--- config.mk ---
export PLATFORM = sky130hd
export DESIGN_NAME = ipv6_address_text_formatter
export DESIGN_NICKNAME = d
export VERILOG_FILES = /design/src/ipv6_fmt_pkg.sv /design/src/ipv6_fmt_scan.sv /design/src/ipv6_fmt_emit.sv /design/src/ipv6_address_text_formatter.sv
export VERILOG_INCLUDE_DIRS = /design/src /design/src/src
export SDC_FILE = /design/constraint.sdc
export NUM_CORES = 1
export LEC_CHECK = 0
export ABC_CLOCK_PERIOD_IN_PS = 5100
export BUFFER_PORTS_ARGS = -buffer_cell sky130_fd_sc_hd__buf_2
export CAP_MARGIN = 20
export CORE_ASPECT_RATIO = 1.25
export CORE_UTILIZATION = 30
export CTS_BUF_LIST = sky130_fd_sc_hd__clkbuf_8
export CTS_CLUSTER_SIZE = 12
export DETAILED_ROUTE_END_ITERATION = 6
export SETUP_SLACK_MARGIN = 0.5
export SLEW_MARGIN = 20
export SYNTH_ARGS = -nofsm -noshare
export SYNTH_HDL_FRONTEND = slang
export SYNTH_SLANG_ARGS = --single-unit
--- constraint.sdc ---
create_clock -name i_clk -period 5.1 [get_ports i_clk]
set_input_delay 0.765 -clock i_clk [delete_from_list [all_inputs] [get_ports i_clk]]
set_output_delay 0.765 -clock i_clk [all_outputs]
set_load 0.01 [all_outputs]
--- src/ipv6_address_text_formatter_assert.svh ---
// ----------------------------------------------------------------------------
// Assertion macros for the address text formatter
// Clocked on i_clk, switched off while i_rst_n is low.
// ----------------------------------------------------------------------------
`ifndef IPV6_ADDRESS_TEXT_FORMATTER_ASSERT_SVH
`define IPV6_ADDRESS_TEXT_FORMATTER_ASSERT_SVH

// Same-cycle implication
`define IPV6_FMT_ASSERT_SAME(label, ante, cons, msg) \
    label: assert property (@(posedge i_clk) disable iff (!i_rst_n) (ante) |-> (cons)) \
        else $error(msg);

// Next-cycle implication
`define IPV6_FMT_ASSERT_NEXT(label, ante, cons, msg) \
    label: assert property (@(posedge i_clk) disable iff (!i_rst_n) (ante) |=> (cons)) \
        else $error(msg);

`endif

--- src/ipv6_fmt_pkg.sv ---
`timescale 1ns / 1ps
// ----------------------------------------------------------------------------
// ipv6_fmt_pkg
// Shared types, character codes and the hex digit lookup for the formatter.
// ----------------------------------------------------------------------------
package ipv6_fmt_pkg;

    // Eight 16-bit groups, group 0 in the top bits
    typedef logic [0:7][15:0] t_groups;
    // Four nibbles of one group, most significant first
    typedef logic [0:3][3:0]  t_nibbles;
    // Four bytes of the embedded IPv4 address, first byte in the top bits
    typedef logic [0:3][7:0]  t_quad;

    // Longest zero run: stop is start plus length (0 to 8)
    typedef struct packed {
        logic       found;
        logic [2:0] start;
        logic [3:0] stop;
    } t_run;

    // One character towards the output register
    typedef struct packed {
        logic       valid;
        logic [6:0] code;
        logic       last;
    } t_char;

    localparam logic [31:0] MAPPED_TAG = 32'h0000_ffff;

    localparam logic [6:0] CH_ZERO  = 7'h30;
    localparam logic [6:0] CH_COLON = 7'h3a;
    localparam logic [6:0] CH_DOT   = 7'h2e;
    localparam logic [6:0] CH_ALPHA = 7'h57;   // 'a' less ten

    localparam logic [7:0] DEC_HUNDRED = 8'd100;
    localparam logic [7:0] DEC_TEN     = 8'd10;

    // Lowercase hex digit
    function automatic logic [6:0] hex_char(input logic [3:0] nib);
        logic [6:0] code;
        if (nib < 4'd10) begin
            code = CH_ZERO + {3'b000, nib};
        end else begin
            code = CH_ALPHA + {3'b000, nib};
        end
        return code;
    endfunction

endpackage

--- src/ipv6_fmt_scan.sv ---
`timescale 1ns / 1ps
// ----------------------------------------------------------------------------
// ipv6_fmt_scan
// Walks the eight groups one per cycle and keeps the first longest run of
// two or more zero groups.
// ----------------------------------------------------------------------------
module ipv6_fmt_scan (
    input  logic                  i_clk,
    input  logic                  i_rst_n,
    input  logic                  i_start,
    input  ipv6_fmt_pkg::t_groups i_groups,
    output logic                  o_done,
    output ipv6_fmt_pkg::t_run    o_run
);

    logic       r_busy;
    logic       r_done;
    logic [2:0] r_idx;
    logic [3:0] r_cur_len;
    logic [2:0] r_cur_start;
    logic [3:0] r_best_len;
    logic [2:0] r_best_start;

    logic       w_zero;
    logic [3:0] w_new_len;
    logic [2:0] w_run_start;

    // Compare the current group and extend the open run
    assign w_zero      = (i_groups[r_idx] == 16'h0000);
    assign w_new_len   = r_cur_len + 4'd1;
    assign w_run_start = (r_cur_len == 4'd0) ? r_idx : r_cur_start;

    // Control: busy while the eight groups are walked, then a one-cycle done
    always_ff @(posedge i_clk) begin
        if (!i_rst_n) begin
            r_busy <= 1'b0;
            r_done <= 1'b0;
            r_idx  <= 3'd0;
        end else begin
            r_done <= 1'b0;
            if (i_start) begin
                r_busy <= 1'b1;
                r_idx  <= 3'd0;
            end else if (r_busy) begin
                r_idx <= r_idx + 3'd1;
                if (r_idx == 3'd7) begin
                    r_busy <= 1'b0;
                    r_done <= 1'b1;
                end
            end
        end
    end

    // Run bookkeeping; strict compare keeps the first run on a tie
    always_ff @(posedge i_clk) begin
        if (i_start) begin
            r_cur_len    <= 4'd0;
            r_cur_start  <= 3'd0;
            r_best_len   <= 4'd0;
            r_best_start <= 3'd0;
        end else if (r_busy) begin
            if (w_zero) begin
                r_cur_len   <= w_new_len;
                r_cur_start <= w_run_start;
                if (w_new_len >= 4'd2 && w_new_len > r_best_len) begin
                    r_best_len   <= w_new_len;
                    r_best_start <= w_run_start;
                end
            end else begin
                r_cur_len <= 4'd0;
            end
        end
    end

    assign o_done      = r_done;
    assign o_run.found = (r_best_len != 4'd0);
    assign o_run.start = r_best_start;
    assign o_run.stop  = {1'b0, r_best_start} + r_best_len;

endmodule

--- src/ipv6_fmt_emit.sv ---
`timescale 1ns / 1ps
// ----------------------------------------------------------------------------
// ipv6_fmt_emit
// Character sequencer: hex groups with colon and zero-run handling, or a
// dotted quad whose decimal digits come from one shared subtract unit.
// ----------------------------------------------------------------------------
module ipv6_fmt_emit (
    input  logic                  i_clk,
    input  logic                  i_rst_n,
    input  logic                  i_start,
    input  logic                  i_mapped,
    input  logic                  i_take,
    input  ipv6_fmt_pkg::t_groups i_groups,
    input  ipv6_fmt_pkg::t_run    i_run,
    output ipv6_fmt_pkg::t_char   o_char
);

    typedef enum logic [8:0] {
        ST_IDLE  = 9'b000000001,
        ST_SEP   = 9'b000000010,
        ST_SEP2  = 9'b000000100,
        ST_NIB   = 9'b000001000,
        ST_DLOAD = 9'b000010000,
        ST_DHUND = 9'b000100000,
        ST_DTENS = 9'b001000000,
        ST_DONES = 9'b010000000,
        ST_DOT   = 9'b100000000
    } t_emit_step;

    t_emit_step r_step, n_step;
    logic [2:0] r_idx, n_idx;
    logic [1:0] r_nib, n_nib;
    logic       r_started, n_started;
    logic [7:0] r_rem, n_rem;
    logic [3:0] r_cnt, n_cnt;

    ipv6_fmt_pkg::t_nibbles w_nibs;
    ipv6_fmt_pkg::t_quad    w_quad;
    logic [3:0]             w_nib;
    logic                   w_in_run;
    logic                   w_after_run;
    logic [7:0]             w_sub_k;
    logic                   w_sub_ge;
    logic [7:0]             w_sub_diff;
    ipv6_fmt_pkg::t_char    w_char;

    // Operand selection
    assign w_nibs      = i_groups[r_idx];
    assign w_nib       = w_nibs[r_nib];
    assign w_quad      = {i_groups[6], i_groups[7]};
    assign w_in_run    = i_run.found && (r_idx >= i_run.start)
                         && ({1'b0, r_idx} < i_run.stop);
    assign w_after_run = i_run.found && ({1'b0, r_idx} == i_run.stop);

    // Shared compare and subtract unit for decimal digits
    assign w_sub_k    = (r_step == ST_DHUND) ? ipv6_fmt_pkg::DEC_HUNDRED
                                             : ipv6_fmt_pkg::DEC_TEN;
    assign w_sub_ge   = (r_rem >= w_sub_k);
    assign w_sub_diff = r_rem - w_sub_k;

    // Step sequencer; holds while the output register is full and not being taken
    always_comb begin
        n_step    = r_step;
        n_idx     = r_idx;
        n_nib     = r_nib;
        n_started = r_started;
        n_rem     = r_rem;
        n_cnt     = r_cnt;
        w_char    = '0;
        if (r_step == ST_IDLE) begin
            if (i_start) begin
                n_step    = i_mapped ? ST_DLOAD : ST_SEP;
                n_idx     = 3'd0;
                n_nib     = 2'd0;
                n_started = 1'b0;
            end
        end else if (i_take) begin
            case (r_step)
                ST_SEP: begin
                    if (w_in_run) begin
                        w_char.valid = 1'b1;
                        w_char.code  = ipv6_fmt_pkg::CH_COLON;
                        n_step       = ST_SEP2;
                    end else begin
                        if (r_idx != 3'd0 && !w_after_run) begin
                            w_char.valid = 1'b1;
                            w_char.code  = ipv6_fmt_pkg::CH_COLON;
                        end
                        n_step    = ST_NIB;
                        n_nib     = 2'd0;
                        n_started = 1'b0;
                    end
                end
                ST_SEP2: begin
                    // second colon of the run; jump past the zero groups
                    w_char.valid = 1'b1;
                    w_char.code  = ipv6_fmt_pkg::CH_COLON;
                    w_char.last  = i_run.stop[3];
                    if (i_run.stop[3]) begin
                        n_step = ST_IDLE;
                    end else begin
                        n_idx  = i_run.stop[2:0];
                        n_step = ST_SEP;
                    end
                end
                ST_NIB: begin
                    // drop leading zero nibbles, keep the final one
                    if (w_nib != 4'd0 || r_started || r_nib == 2'd3) begin
                        w_char.valid = 1'b1;
                        w_char.code  = ipv6_fmt_pkg::hex_char(w_nib);
                        w_char.last  = (r_nib == 2'd3) && (r_idx == 3'd7);
                        n_started    = 1'b1;
                    end
                    if (r_nib == 2'd3) begin
                        if (r_idx == 3'd7) begin
                            n_step = ST_IDLE;
                        end else begin
                            n_idx  = r_idx + 3'd1;
                            n_step = ST_SEP;
                        end
                    end else begin
                        n_nib = r_nib + 2'd1;
                    end
                end
                ST_DLOAD: begin
                    n_rem     = w_quad[r_idx[1:0]];
                    n_cnt     = 4'd0;
                    n_started = 1'b0;
                    n_step    = ST_DHUND;
                end
                ST_DHUND, ST_DTENS: begin
                    if (w_sub_ge) begin
                        n_rem = w_sub_diff;
                        n_cnt = r_cnt + 4'd1;
                    end else begin
                        if (r_cnt != 4'd0 || r_started) begin
                            w_char.valid = 1'b1;
                            w_char.code  = ipv6_fmt_pkg::CH_ZERO + {3'b000, r_cnt};
                            n_started    = 1'b1;
                        end
                        n_cnt  = 4'd0;
                        n_step = (r_step == ST_DHUND) ? ST_DTENS : ST_DONES;
                    end
                end
                ST_DONES: begin
                    w_char.valid = 1'b1;
                    w_char.code  = ipv6_fmt_pkg::CH_ZERO + {3'b000, r_rem[3:0]};
                    w_char.last  = (r_idx[1:0] == 2'd3);
                    n_step       = (r_idx[1:0] == 2'd3) ? ST_IDLE : ST_DOT;
                end
                ST_DOT: begin
                    w_char.valid = 1'b1;
                    w_char.code  = ipv6_fmt_pkg::CH_DOT;
                    n_idx        = r_idx + 3'd1;
                    n_step       = ST_DLOAD;
                end
                default: begin
                    n_step = ST_IDLE;
                end
            endcase
        end
    end

    always_ff @(posedge i_clk) begin
        if (!i_rst_n) begin
            r_step <= ST_IDLE;
        end else begin
            r_step <= n_step;
        end
    end

    always_ff @(posedge i_clk) begin
        r_idx     <= n_idx;
        r_nib     <= n_nib;
        r_started <= n_started;
        r_rem     <= n_rem;
        r_cnt     <= n_cnt;
    end

    assign o_char = w_char;

endmodule

--- src/ipv6_address_text_formatter.sv ---
`timescale 1ns / 1ps
// ----------------------------------------------------------------------------
// ipv6_address_text_formatter
// Turns one 128-bit address into its text form, one ASCII character a word.
// ----------------------------------------------------------------------------
//  Channel   Dir  Width  Contents
//  s_axis    in   128    addr_high [63:0], addr_low [127:64]
//  m_axis    out  8      char_code [6:0], zero [7]; tlast = last_char
//
//  An address is taken only while the block is idle. A zero-run scan of the
//  eight groups follows, then the sequencer gives at most one character a
//  cycle. Hex text needs up to 5 sequencer steps a group; a dotted quad
//  needs up to 15 steps a byte, since the shared subtract unit removes one
//  hundred or one ten per cycle. A stalled output holds the sequencer;
//  reset clears control state only.
// ----------------------------------------------------------------------------
`include "ipv6_address_text_formatter_assert.svh"

module ipv6_address_text_formatter (
    input  logic         i_clk,
    input  logic         i_rst_n,
    input  logic         s_axis_tvalid,
    output logic         s_axis_tready,
    input  logic [127:0] s_axis_tdata,   // addr_high [63:0], addr_low [127:64]
    output logic         m_axis_tvalid,
    input  logic         m_axis_tready,
    output logic [7:0]   m_axis_tdata,   // char_code [6:0], zero pad [7]
    output logic         m_axis_tlast    // last_char
);

    typedef enum logic [2:0] {
        TS_IDLE = 3'b001,
        TS_SCAN = 3'b010,
        TS_EMIT = 3'b100
    } t_top_state;

    t_top_state r_state, n_state;

    ipv6_fmt_pkg::t_groups r_addr;
    logic                  r_mapped;
    logic                  r_out_valid;
    logic [6:0]            r_out_code;
    logic                  r_out_last;

    logic                  w_accept;
    logic                  w_take;
    logic                  w_scan_done;
    ipv6_fmt_pkg::t_run    w_run;
    ipv6_fmt_pkg::t_char   w_char;

    assign s_axis_tready = (r_state == TS_IDLE);
    assign w_accept      = s_axis_tvalid && s_axis_tready;
    assign w_take        = !r_out_valid || m_axis_tready;

    // Capture the address and classify it
    always_ff @(posedge i_clk) begin
        if (w_accept) begin
            r_addr   <= {s_axis_tdata[63:0], s_axis_tdata[127:64]};
            r_mapped <= (s_axis_tdata[63:0] == 64'd0)
                        && (s_axis_tdata[127:96] == ipv6_fmt_pkg::MAPPED_TAG);
        end
    end

    // Top-level sequencing
    always_comb begin
        n_state = r_state;
        case (r_state)
            TS_IDLE: if (w_accept) n_state = TS_SCAN;
            TS_SCAN: if (w_scan_done) n_state = TS_EMIT;
            TS_EMIT: if (w_char.valid && w_char.last) n_state = TS_IDLE;
            default: n_state = TS_IDLE;
        endcase
    end

    always_ff @(posedge i_clk) begin
        if (!i_rst_n) begin
            r_state <= TS_IDLE;
        end else begin
            r_state <= n_state;
        end
    end

    ipv6_fmt_scan u_scan (
        .i_clk    (i_clk),
        .i_rst_n  (i_rst_n),
        .i_start  (w_accept),
        .i_groups (r_addr),
        .o_done   (w_scan_done),
        .o_run    (w_run)
    );

    ipv6_fmt_emit u_emit (
        .i_clk    (i_clk),
        .i_rst_n  (i_rst_n),
        .i_start  ((r_state == TS_SCAN) && w_scan_done),
        .i_mapped (r_mapped),
        .i_take   (w_take),
        .i_groups (r_addr),
        .i_run    (w_run),
        .o_char   (w_char)
    );

    // Output register: load a word whenever it is free or being taken
    always_ff @(posedge i_clk) begin
        if (!i_rst_n) begin
            r_out_valid <= 1'b0;
        end else if (w_take) begin
            r_out_valid <= w_char.valid;
        end
    end

    always_ff @(posedge i_clk) begin
        if (w_take && w_char.valid) begin
            r_out_code <= w_char.code;
            r_out_last <= w_char.last;
        end
    end

    assign m_axis_tvalid = r_out_valid;
    assign m_axis_tdata  = {1'b0, r_out_code};
    assign m_axis_tlast  = r_out_last;

    `IPV6_FMT_ASSERT_SAME(a_idle_quiet, r_state == TS_IDLE, !w_char.valid, "character while idle")
    `IPV6_FMT_ASSERT_NEXT(a_accept_scans, w_accept, r_state == TS_SCAN, "accept did not start scan")
    `IPV6_FMT_ASSERT_SAME(a_char_room, w_char.valid, w_take, "character into full output register")
    `IPV6_FMT_ASSERT_SAME(a_scan_done_state, w_scan_done, r_state == TS_SCAN, "scan done out of turn")

endmodule
**After elaboration in Yosys (flattened, before gate mapping)**

Index checks and enable logic that the tools add are counted.

- Reduce and logical (&&, ||, !) cells: 42
- Magnitude comparators: 10
- Shift-type cells: 0
- Equal/unequal tests: 31
- Multiplexer cells: 70
- Bitwise gates (word level): 8
- $add $sub $neg: 11
- $mul: 0
- Div/mod/pow operators: 0

Operators by type and width:

| cell | count |
|---|---|
| $bmux 16 s3 | 2 |
| $mux 9 | 9 |
| $logic_not 64->1 | 1 |
| $mux 16 | 4 |
| $mux 8 | 8 |
| $pmux 9 s7 | 1 |
| $pmux 8 s6 | 1 |
| $eq 32x16->1 const B | 1 |
| $mux 3 | 10 |
| $add 6x4->7 const A | 3 |
| $mux 4 | 5 |
| $pmux 3 s3 | 2 |
| $bmux 8 s2 | 1 |
| $logic_not 16->1 | 1 |
| $pmux 8 s2 | 1 |
| $reduce_bool 4->1 | 4 |
| $mux 2 | 7 |
| $mux 7 | 2 |
| $logic_and 1x1->1 | 11 |
| $mux 1 | 11 |
| $eq 3x3->1 const B | 3 |
| $eq 9x1->1 const B | 1 |
| $eq 9x2->1 const B | 1 |
| $eq 9x3->1 const B | 1 |
| 52 further kinds | 81 |

- Bits in read-only memories: 0
- Word-level logic and storage cells: 198
- Latch bits: 0
- Memories: 0
- Bits in registers: 187
- Bits in writable memories: 0
- Bits of input ports: 132
- Output and inout port bits: 11

**Depth between registers and ports, before layout**

Gate-level depths: netlist (run 1).

- Depth after elaboration: 17
- Depth in mapped cells: 14
- Depth with buffers taken out: 13

**Modules after synthesis**

From an unflattened synthesis (run 1), not the netlist that was laid out.

- Cell total of the unflattened synthesis: 774
- Area, all modules: 9649.3 sq um

Modules (own cells, without submodules):

| module | times used | cells each | area an instance (sq um) |
|---|---|---|---|
| ipv6_address_text_formatter | 1 | 197 | 4559.4 |
| ipv6_fmt_emit | 1 | 386 | 3574.7 |
| ipv6_fmt_scan | 1 | 191 | 1515.2 |

**Worst setup path after synthesis (run 1)**

OpenSTA, ideal clock, no wires.

- Kind: register -> register
- From: register r_state[0]
- To: register r_state[0]
- Clock period less this slack: 5576 ps
- Cell stages (with the launch flop): 6
- Path buffers: 1
- Arrival time: 5247 ps
- Setup slack: -476 ps
- Path through: dfxtp_1 > nor3b_1 > nand2_1 > inv_1 > clkbuf_1 > o21ai_0

- Longest elaborated chain between the ends: 4
- Elaborated cells between the ends (all ways): 9
- Those cells by class: eq/ne: 6; mux: 1; reduce/logical: 2

Ends and longest elaborated chain:

| what | RTL line | RTL |
|---|---|---|
| start: declaration | ipv6_address_text_formatter.sv:37 | `t_top_state r_state, n_state;` |
| start signal: assignment | ipv6_address_text_formatter.sv:79 | `r_state <= n_state;` |
| $eq 3x1->1 | ipv6_address_text_formatter.sv:51 | `assign s_axis_tready = (r_state == TS_IDLE);` |
| named net s_axis_tready | ipv6_address_text_formatter.sv:23 | `output logic s_axis_tready,` |
| $logic_and 1x1->1 | ipv6_address_text_formatter.sv:52 | `assign w_accept = s_axis_tvalid && s_axis_tready;` |
| named net u_scan.i_start | ipv6_fmt_scan.sv:10 | `input logic i_start,` |
| $ne 2x1->1 (no line) | - |  |
| $reduce_and 3->1 (no line) | - |  |

The timed path passes the listed nets, and every way through them passes these cells.
A chain may end at the register's enable or synchronous reset.

**Worst setup path in the final report (run 1)**

- From: register u_emit.r_step[1]
- To: register u_emit.r_step[8]

- Longest elaborated chain between the ends: 5
- Elaborated cells between the ends (all ways): 20
- Those cells by class: order compare: 1; eq/ne: 12; mux: 4; reduce/logical: 3

Ends and longest elaborated chain:

| what | RTL line | RTL |
|---|---|---|
| start: declaration | ipv6_fmt_emit.sv:30 | `t_emit_step r_step, n_step;` |
| start signal: assignment | ipv6_fmt_emit.sv:168 | `r_step <= n_step;` |
| $eq 9x6->1 or $eq 9x7->1 (tied branches) | ipv6_fmt_emit.sv:56, ipv6_fmt_emit.sv:78 |  |
| $mux 7 or $reduce_or 2->1 (tied branches) | ipv6_fmt_emit.sv:56, ipv6_fmt_emit.sv:78 |  |
| $ge 8x8->1 or $pmux 9 s7 (tied branches) | ipv6_fmt_emit.sv:58, ipv6_fmt_emit.sv:78 |  |
| $ne 3x3->1 (no line) or $mux 9 (tied branches) | - |  |
| $reduce_and 4->1 (no line) or $mux 9 (tied branches) | - |  |

Parallel ways exist; a longest one is shown, timed or not. The select of a mux whose other input is x is not followed.

==> metrics, run 1 <==
status=finished clean; Sequential Area=~5300 um^2; WL final=26.4 mm; syn_nets=897; min Tclk post-route=4150 ps; Post-layout nets=1,035; Max Fclk=241 MHz; I/O pin count=143; Placed Area=10,500 um^2; compound-gate portion of the synthesized area=0.0816; Worst EP required=around 5500 ps; DR iter-0 viols=633; Slew headroom=0.366; H-tree depth=4; CTS Hold Bufs=0; Routed Antenna Nets=0; root buffer cell=clkbuf_8; tightest hold margin=453 ps; synthesized area per cell=about 13 um^2; post-layout util=0.352; Cell Area, Synth=9410 um^2; register area share after synthesis=0.563; #FFs+latches synth=approximately 190; antenna cell count=0; Die Ht=about 200 um; Clock Skew=15.2 ps; Critical Path AT=4560 ps; footprint of the multi-input gates=3870 um^2; Yosys warnings=0; area delta synth->final=15.8%; XOR/XNOR Fraction of Synth Area=0.0121; final hold viol count=0; synth unique cells=70; share of cells above drive strength 1=0.254; Placer Congestion=0.970; clock sinks=187; Worst-Margin Slew=949 ps; drt pass-1 iters=5; via count=roughly 6,900; critical path's slowest cell=o21ai_0; vias per inst=5.34; slowest stage delay, CP=590 ps; top_reg_cell synth=edfxtp_1; Core Footprint=between 30,000 and 40,000 um^2; CTS tree=done; period utilisation layout=0.814; EDFF count, synth=155; largest net degree at the start of global routing=99; Hold Startpoint=s_axis_tdata[65]; Num CTS Buffers=17; crit-path cells=nor3_1 > nand2_1 > nor3_1 > buf_4 > inv_1 > ha_1 > nor2b_1 > o21ai_0 > a31oi_1 > o21ai_0 > a31oi_2 > or3b_2 > a21oi_1; Reg-to-Reg Start=u_emit.r_step[1]$_SDFFE_PN0P_; number of cells on the worst hold path=1; M1 GR Usage=0.191; met2 usage=0.298; Hold Path Sink=r_addr[1]$_DFFE_PP_; Initial Utilization=0.305; post-DR wirelength/cell=roughly 20 um; Critical R2R Capture=u_emit.r_step[8]$_SDFFE_PN0P_; reg2reg setup slack=950 ps; Leakage=3.91 nW; overall power=~3.5 mW; Max VDD drop=0.183 mV; crit start category=register; FP Rows=72; dpl cells=approximately 1,300; largest fanout on the critical path=15; I/O Buffers=141; clock-pin slew on the worst setup and hold paths=100 ps; M3 GR Usage=0.0254; Top Usage Layer GRT=met2; Non-Filler Instances=around 1,300; vias in the first global route=6,858; Post-Synth Adder-Cell Area=0.0455; Detail Placement HPWL=20.8 mm; fillers=3,046; WP buf/inv=2; RSZ-0062 raised after global routing=false; initial antenna violation count=0; Cell Pwr Density=319 nW/um^2; largest family of logic cells by synthesized area=simple AND/OR/NAND/NOR gates; Max-cap violations=0; first-pass GRT wire length=about 40 mm; Bufs on Longest Clock Path=2; Hold WC Path Type=in -> reg; final setup violation count=0; Die Area=32,100 um^2; async set-reset flop share out of synthesis=0; max-slew violation count=0; setup_tns=0 ps; crit-path leading delay family=compound AO/OA/AOI/OAI gates; Synth Area in Simple Gates=0.155; Worst-Skew Late Latency=480 ps; DRC violations left=0; worst r2r path cells=13; DP Worst Slack=about 870 ps; grt ovf=0; cell count after synthesis=about 730; WS Path Type=reg -> reg; post-route design area=10,900 um^2; gr usage total=0.166; crit end category=register; post-synthesis mux area share=0.116; DIE WIDTH=160 um; setup ws final=950 ps
## timing repair
item / CTS / global route
endpoints found under the hold margin: 0 / 0
setup buffers: 0 / 1
endpoints found under the setup margin: 0 / 8
gates resized for setup: 0 / 0
## per-layer routing
metal	part of all wire	wire, um	up-vias
met2	0.51	13500	294
met4	0.045	1190	0
li1	-	-	3147
met5	0	0	-
met1	0.40	10600	3374
met3	0.041	1080	71
## cell usage in the layout (no fill, tap or decap), types with 3 or more instances in the layout
cell | Yosys | routed
nor2_1 | 47 | 47
nand4_1 | 14 | 14
edfxtp_1 | 155 | 155
clkinvlp_4 | 0 | 3
ha_1 | 31 | 31
inv_1 | 26 | 26
clkbuf_8 | 0 | 17
mux2i_1 | 43 | 43
o22ai_1 | 4 | 4
and2_1 | 4 | 4
nor3b_1 | 5 | 5
nand2_1 | 37 | 37
o21ai_0 | 22 | 22
a211o_1 | 3 | 3
nand3b_1 | 3 | 3
a21o_1 | 6 | 6
nand3_1 | 15 | 15
inv_6 | 0 | 3
or2_2 | 3 | 3
a31oi_1 | 8 | 8
a211oi_1 | 5 | 5
or4_1 | 10 | 10
buf_4 | 6 | 5
dfxtp_1 | 32 | 32
buf_2 | 10 | 141
a22o_1 | 4 | 4
or3_1 | 5 | 5
xor2_1 | 4 | 4
nor3_1 | 20 | 20
a22oi_1 | 9 | 9
clkinv_2 | 0 | 3
nor2b_1 | 18 | 18
mux4_2 | 29 | 29
nand4b_1 | 4 | 4
nor4_1 | 37 | 37
nor4b_1 | 6 | 6
nand2b_1 | 13 | 13
xnor2_1 | 9 | 9
a21oi_1 | 32 | 32
## worst max-delay path by stage
stage                                             start                       endpoint  slack [ps]  depth (start not counted)
after floorplan           u_emit.r_step[1]$_SDFFE_PN0P_         m_axis_tlast$_DFFE_PP_        1520                         13
after global placement    u_emit.r_idx[0]$_SDFFCE_PN0P_    r_out_code[2]$_SDFFCE_PP0P_        1020                         10
after detailed placement  u_emit.r_idx[0]$_SDFFCE_PN0P_    r_out_code[3]$_SDFFCE_PP0P_         870                         10
after CTS                 u_emit.r_idx[0]$_SDFFCE_PN0P_    r_out_code[3]$_SDFFCE_PP0P_         870                         10
after global routing      u_emit.r_idx[0]$_SDFFCE_PN0P_    r_out_code[3]$_SDFFCE_PP0P_         650                         10
final                     u_emit.r_step[1]$_SDFFE_PN0P_  u_emit.r_step[8]$_SDFFE_PN0P_         950                         13
## cells in the mapped netlist (3+ instances only)
cell | n | area (um^2)
nand4b_1 | 4 | 35.0
a22oi_1 | 9 | 67.6
a22o_1 | 4 | 35.0
nand3b_1 | 3 | 22.5
a21o_1 | 6 | 45.0
or3_1 | 5 | 31.3
nand4_1 | 14 | 87.6
buf_4 | 6 | 45.0
nor4_1 | 37 | 231
a211oi_1 | 5 | 37.5
mux4_2 | 29 | 653
nor4b_1 | 6 | 52.6
nor2b_1 | 18 | 113
or2_2 | 3 | 18.8
inv_1 | 26 | 97.6
o22ai_1 | 4 | 25.0
nand3_1 | 15 | 75.1
nand2_1 | 37 | 139
dfxtp_1 | 32 | 641
nor2_1 | 47 | 176
nor3_1 | 20 | 100
a31oi_1 | 8 | 50.1
nand2b_1 | 13 | 81.3
a21oi_1 | 32 | 160
buf_2 | 10 | 50.1
mux2i_1 | 43 | 430
xnor2_1 | 9 | 78.8
o21ai_0 | 22 | 110
clkbuf_1 | 7 | 26.3
xor2_1 | 4 | 35.0
and2_1 | 4 | 25.0
ha_1 | 31 | 388
edfxtp_1 | 155 | 4650
nor3b_1 | 5 | 37.5
a211o_1 | 3 | 26.3
or4_1 | 10 | 75.1
## report_power, final
| group | total [mW] | internal, mW | switching, mW |
|---|---|---|---|
| Clock | 0.928 | 0.383 | 0.544 |
| Sequential | 1.93 | 1.78 | 0.144 |
| Combinational | 0.623 | 0.261 | 0.362 |
## registers in the layout, indices dropped and copies added, names as in the netlist, 2 cells and up
signal and flops:
r_state 3, u_scan.r_best_start 3, u_scan.r_cur_len 4, u_scan.r_cur_start 3
u_scan.r_idx 3, u_scan.r_best_len 4, r_addr 128, r_out_code 7
u_emit.r_rem 8, u_emit.r_cnt 4, u_emit.r_idx 3, u_emit.r_nib 2
u_emit.r_step 9
## cell type report
type	instances	area share
timing repair buffer	147	0.0701
clock inverter	15	0.0114
tap	407	0.0468
inverter	26	0.00919
sequential	187	0.486
multi-input combinational	491	0.355
clock buffer	17	0.0215
## kinds of logic after synthesis
| logic type | after synthesis |
|---|---|
| compound gates | 116 |
| xor+xnor | 13 |
| fa+ha+maj | 33 |
| buf+inv | 54 |
| flops | 187 |
| mux | 73 |
| other cells | 1 |
| simple gates | 255 |
(Power assumes the default switching activity.)
==> inputs of run 2 (changes only) <==
--- a/config.mk
+++ b/config.mk
@@ -6,7 +6,8 @@
 export SDC_FILE = /design/constraint.sdc
 export NUM_CORES = 1
 export LEC_CHECK = 0
-export ABC_CLOCK_PERIOD_IN_PS = 5100
+export ABC_AREA = 1
+export ABC_CLOCK_PERIOD_IN_PS = 3600
 export BUFFER_PORTS_ARGS = -buffer_cell sky130_fd_sc_hd__buf_2
 export CAP_MARGIN = 20
 export CORE_ASPECT_RATIO = 1.25
==> constraint.sdc (replaced) <==
create_clock -name i_clk -period 3.6 [get_ports i_clk]
set_input_delay 0.54 -clock i_clk [delete_from_list [all_inputs] [get_ports i_clk]]
set_output_delay 0.54 -clock i_clk [all_outputs]
set_load 0.01 [all_outputs]
==> metrics, run 2 <==
crit end category=register; Post-layout nets=1,426; gr usage total=0.173; H-tree depth=4; final hold viol count=0; setup_tns=0 ps; Initial Utilization=0.306; Slew headroom=0.543; crit-path cells=nor2_2 > inv_1 > nor2_4 > nand4_1 > buf_4 > ha_1 > fa_1 > or2_2 > nand2_1 > nand2_1 > a21oi_1 > nor2_1 > xor2_1 > a21oi_1; area delta synth->final=17.5%; most frequent cells after synthesis=298 x nand2_1, 155 x edfxtp_1, 144 x nand3_1; largest fanout on the critical path=4; largest net degree at the start of global routing=50; top-area cell type share of the netlist area=0.476; RSZ-0062 raised after global routing=false; first-pass GRT wire length=43.4 mm; Max Fclk=approximately 340 MHz; period utilisation layout=0.808; final setup violation count=0; register area share after synthesis=0.542; number of cells on the worst hold path=1; via count=8,348; CTS tree=done; vias in the first global route=between 7,000 and 8,000; top_reg_cell synth=edfxtp_1; max reg flops=128; syn_nets=1,269; crit start category=register; worst r2r path cells=14; fillers=3,330; Critical Path AT=3130 ps; most frequent cells in the layout=296 x nand2_1, 155 x edfxtp_1, 142 x nand3_1; Area contributors post-synth=edfxtp_1 48%, nand2_1 11%, nand3_1 7.4%, dfxtp_1 6.6%, ha_1 4.0%; initial antenna violation count=0; Worst EP required=about 3800 ps; Clock Skew=between 10 and 15 ps; Yosys warnings=0; min Tclk post-route=about 2900 ps; Die Ht=204 um; Die Area=33,300 um^2; Placer Congestion=0.966; largest registers=r_addr (128), u_emit.r_step (9), u_emit.r_rem (8); clock sinks=187; Worst-Skew Late Latency=470 ps; max-slew violation count=0; Routed Antenna Nets=0; Cell Area, Synth=around 9800 um^2; async set-reset flop share out of synthesis=0; Leakage=4.73 nW; synth unique cells=43; tightest hold margin=~240 ps; Bufs on Longest Clock Path=2; Top reg by flops=r_addr; drt pass-1 iters=7; post-DR wirelength/cell=16.7 um; root buffer cell=clkbuf_8; Max VDD drop=0.257 mV; Worst-Margin Slew=685 ps; share of cells above drive strength 1=0.179; DP Worst Slack=447 ps; critical path's slowest cell=fa_1; Max-cap violations=0; WL final=around 28 mm; FP Rows=between 70 and 80; I/O Buffers=141; slowest stage delay, CP=410 ps; cell with the most instances after synthesis=nand2_1; cell count after synthesis=1,104; clock-pin slew on the worst setup and hold paths=approximately 100 ps; Cell Pwr Density=around 600 nW/um^2; DRC violations left=0; WS Path Type=reg -> reg; Core Footprint=roughly 32,000 um^2; setup ws final=690 ps; DIE WIDTH=163 um; Num CTS Buffers=17; synthesized area per cell=between 8 and 9 um^2; Hold WC Path Type=in -> reg; #FFs+latches synth=between 150 and 200; commonest non-fill, non-tap cell in the layout=nand2_1; vias per inst=4.95; Detail Placement HPWL=22.1 mm; DR iter-0 viols=615; antenna cell count=0; EDFF count, synth=between 150 and 200; largest area contributor in the netlist=edfxtp_1; status=finished clean; grt ovf=0; I/O pin count=143
[run 2: cell count changes after synthesis, moves of 8 or more]
cell / previous run / this run
nor2_1: 47 / 83
nand2b_1: 13 / 0
or4_1: 10 / 0
nor2b_1: 18 / 0
a22oi_1: 9 / 0
mux2i_1: 43 / 0
nand4_1: 14 / 22
nand2_1: 37 / 298
o21ai_0: 22 / 33
a21oi_1: 32 / 59
inv_1: 26 / 95
mux4_2: 29 / 0
nand3_1: 15 / 144
[run 2: stage by stage]
stage	std cells	total power [mW]	utilization	area, um^2
3_5_place_dp	1648	5.56	0.345	11000
4_1_cts	1681	6.95	0.357	11400
5_1_grt	1686	7.45	0.359	11500
6_report	1686	6.97	0.359	11500
2_1_floorplan	1104	4.74	-	9780
3_3_place_gp	1648	5.52	0.345	11000
[run 2: worst max-delay path, delay by kind of cell, from the launching register on]
| kind | cells | cell delay [ps] |
|---|---|---|
| compound gates | 2 | 200 |
| xor+xnor | 1 | 150 |
| fa+ha+maj | 2 | 640 |
| buf+inv | 2 | 300 |
| flops | 1 | 340 |
| simple gates | 7 | 1020 |
[run 2: final cells by class]
| cell class | count | area [um^2] | share of cell area |
|---|---|---|---|
| repair buffers | 170 | 943 | 0.0821 |
| flip-flops and latches | 187 | 5300 | 0.461 |
| clock inverters | 15 | 140 | 0.0122 |
| multi-input cells | 781 | 3960 | 0.345 |
| inverters | 104 | 393 | 0.0342 |
| well taps | 412 | 515 | 0.0449 |
| clock buffers | 17 | 234 | 0.0204 |
[run 2: report_power, final]
part	internal, mW	switching [mW]
combinational	0.904	1.90
sequential	2.61	0.183
clock	0.560	0.812
[run 2: logic make-up after synthesis]
kind of cell | synth area share
buffers and inverters | 0.0567
AND/OR/NAND/NOR | 0.284
adder cells (fa/ha/maj) | 0.0438
other | 0.000384
AO/OA/AOI/OAI | 0.0663
flip-flops | 0.542
XOR/XNOR | 0.00717
[run 2: path summary, 6_finish.rpt]
kind | startpoint | end | slack (ps)
setup / recovery | u_emit.r_step[1]$_SDFFE_PN0P_ | u_emit.r_rem[7]$_DFFE_PP_ | 690
hold / removal | s_axis_tdata[85] | r_addr[21]$_DFFE_PP_ | 240
setup reg to reg | u_emit.r_step[1]$_SDFFE_PN0P_ | u_emit.r_rem[7]$_DFFE_PP_ | 690
hold reg to reg | u_scan.r_cur_start[2]$_SDFFE_PP0P_ | u_scan.r_cur_start[2]$_SDFFE_PP0P_ | 460
[run 2: what timing repair did]
item | CTS | global route
setup buffers | 1 | 5
pin swaps | 2 | 4
endpoints found under the setup margin | 8 | 23
hold endpoints to repair | 0 | 0
hold buffers | 0 | 0
gates resized for setup | 2 | 13
[run 2: layer usage]
layer	routed length (um)	up-vias	part of all wire	track usage
met2	14100	257	0.50	0.299
li1	-	4146	-	-
met5	0	-	0	0
met3	1420	57	0.051	0.0331
met1	11600	3888	0.41	0.209
met4	952	0	0.034	0.0728
==> inputs of run 3 (changes only) <==
--- a/config.mk
+++ b/config.mk
@@ -7,7 +7,7 @@
 export NUM_CORES = 1
 export LEC_CHECK = 0
 export ABC_AREA = 1
-export ABC_CLOCK_PERIOD_IN_PS = 3600
+export ABC_CLOCK_PERIOD_IN_PS = 2350
 export BUFFER_PORTS_ARGS = -buffer_cell sky130_fd_sc_hd__buf_2
 export CAP_MARGIN = 20
 export CORE_ASPECT_RATIO = 1.25
==> constraint.sdc (replaced) <==
create_clock -name i_clk -period 2.35 [get_ports i_clk]
set_input_delay 0.3525 -clock i_clk [delete_from_list [all_inputs] [get_ports i_clk]]
set_output_delay 0.3525 -clock i_clk [all_outputs]
set_load 0.01 [all_outputs]
==> metrics, run 3 (synthesis gave the netlist of run 2 again) <==
status=finished, violations left; failing checks=setup timing; vias in the first global route=slightly below 9,000; area delta synth->final=41.3%; worst r2r path cells=12; WL final=30.3 mm; Max VDD drop=0.490 mV; Worst-Margin Slew=about 510 ps; drt pass-1 iters=7; min Tclk post-route=around 2600 ps; Worst-Skew Late Latency=about 470 ps; Max-cap violations=0; vias per inst=4.94; FP Rows=73; DRC violations left=0; Post-layout nets=1,564; reg2reg setup slack=-260 ps; DR iter-0 viols=540; Die Area=about 33,000 um^2; max reg flops=128; Reg power frac=0.337; Hold Path Sink=r_addr[5]$_DFFE_PP_; Detail Placement HPWL=22.6 mm; sw frac=0.407; max-slew violation count=0; largest registers=r_addr (128), u_emit.r_step (9), u_emit.r_rem (8); first-pass GRT wire length=about 46 mm; Core Footprint=32,000 um^2; post-route design area=13,800 um^2; Critical Path AT=2770 ps; CTS Hold Bufs=0; Net Sw Power=5.20 mW; I/O pin count=around 140; I/O Buffers=roughly 140; grt ovf=0; Slew headroom=0.654; Top reg by flops=r_addr; clock power share=0.150; Leakage=5.66 nW; CTS tree=done; clock-pin slew on the worst setup and hold paths=100 ps; Initial Utilization=0.306; Combinational Power Share=0.513; Routed Antenna Nets=0; RSZ-0062 raised after global routing=true; Worst Setup SP=u_scan.r_best_start[0]$_SDFFE_PP0P_; via count=9,016; Placer Congestion=0.883; clock sinks=187; antenna cell count=0; share of cells above drive strength 1=0.398; Placed Area=approximately 12,000 um^2; Num CTS Buffers=17; H-tree depth=4; Cell Pwr Density=slightly above 900 nW/um^2; initial antenna violation count=0; setup ws final=-263 ps; WS Path Type=reg -> reg; DIE WIDTH=between 150 and 200 um; final setup violation count=41; crit start category=register; Die Ht=around 200 um; period utilisation layout=1.11; Hold Startpoint=s_axis_tdata[69]; Worst EP required=2510 ps; root buffer cell=clkbuf_8; largest fanout on the critical path=8; tightest hold margin=54.0 ps; number of cells on the worst hold path=1; Bufs on Longest Clock Path=2; Critical R2R Capture=m_axis_tlast$_DFFE_PP_; Max Fclk=383 MHz; most frequent cells in the layout=245 x nand2_1, 155 x edfxtp_1, 141 x buf_2; gr usage total=0.181; Hold WC Path Type=in -> reg; final hold viol count=0; dpl cells=1,739; Non-Filler Instances=1,824; overall power=around 13 mW; Clock Skew=just under 20 ps; post-DR wirelength/cell=16.6 um; crit end category=register; largest net degree at the start of global routing=63; commonest non-fill, non-tap cell in the layout=nand2_1; Reg-to-Reg Start=u_scan.r_best_start[0]$_SDFFE_PP0P_; internal power=about 7.6 mW
run 3: cell types whose count changed in the layout (fill, tap and decap cells not counted), moves of 18 or more:
cell | before | now
a21oi_1 | 59 | 34
a21oi_2 | 1 | 23
buf_4 | 26 | 117
buf_6 | 2 | 41
nand2_1 | 296 | 245
nand2_2 | 2 | 43
nand3_1 | 142 | 111
nand3_2 | 2 | 28
o21ai_0 | 31 | 13
run 3: how the worst max path moves through the flow:
| stage | cells past startpoint | end | slack (ps) |
|---|---|---|---|
| 2_1_floorplan | 13 | m_axis_tlast$_DFFE_PP_ | -350 |
| 3_3_place_gp | 12 | r_out_code[0]$_SDFFCE_PP0P_ | -500 |
| 3_5_place_dp | 12 | r_out_code[3]$_SDFFCE_PP0P_ | -510 |
| 4_1_cts | 16 | r_out_code[3]$_SDFFCE_PP0P_ | -230 |
| 5_1_grt | 16 | r_out_code[3]$_SDFFCE_PP0P_ | -410 |
| 6_report | 12 | m_axis_tlast$_DFFE_PP_ | -260 |
run 3: final cells by class:
type | instances | area (um^2)
clock buffers | 17 | 234
clock inverters | 15 | 103
fillers | 3097 | 18200
inverters | 104 | 444
multi-input cells | 782 | 4970
flip-flops and latches | 187 | 5320
well taps | 412 | 515
repair buffers | 307 | 2220
run 3: through the flow:
step,setup slack [ps],util,setup TNS [ps]
finish,-263,0.432,-7690
global route,-408,0.432,-12970
detailed placement,-515,0.372,-14120
global placement,-498,0.372,-13110
floorplan,-346,-,-5370
CTS,-229,0.412,-6240
run 3: power by group through the flow:
stage | Combinational (mW) | Clock, mW | Sequential, mW
detailed placement | 4.98 | 0 | 4.34
floorplan | 3.18 | 0 | 4.25
global route | 7.14 | 2.09 | 4.33
CTS | 5.92 | 1.98 | 4.28
finish | 6.56 | 1.92 | 4.30
global placement | 4.92 | 0 | 4.33
run 3: what timing repair did:
action | in CTS | in global routing
gates cloned | 3 | 1
buffers inserted | 35 | 14
pin swaps | 85 | 44
endpoints found under the setup margin | 65 | 72
gates resized for setup | 173 | 124
run 3: layer usage:
layer / vias to the layer above / wire length (um) / global-route usage
li1: 4421 / - / -
met1: 4230 / 12400 / 0.210
met2: 278 / 15300 / 0.312
met3: 87 / 1130 / 0.0290
met4: 0 / 1570 / 0.105
met5: - / 0 / 0
run 3: critical path, cell delays in order, from the launching register on:
cell and delay (ps):
dfxtp_2 350, ha_4 160, fa_2 520, inv_2 50, ha_4 230, a21oi_2 110, o21bai_1 70, nand2_1 70
nand3_2 80, nand2_2 110, nand2_1 60, and3_4 180, a31oi_4 300
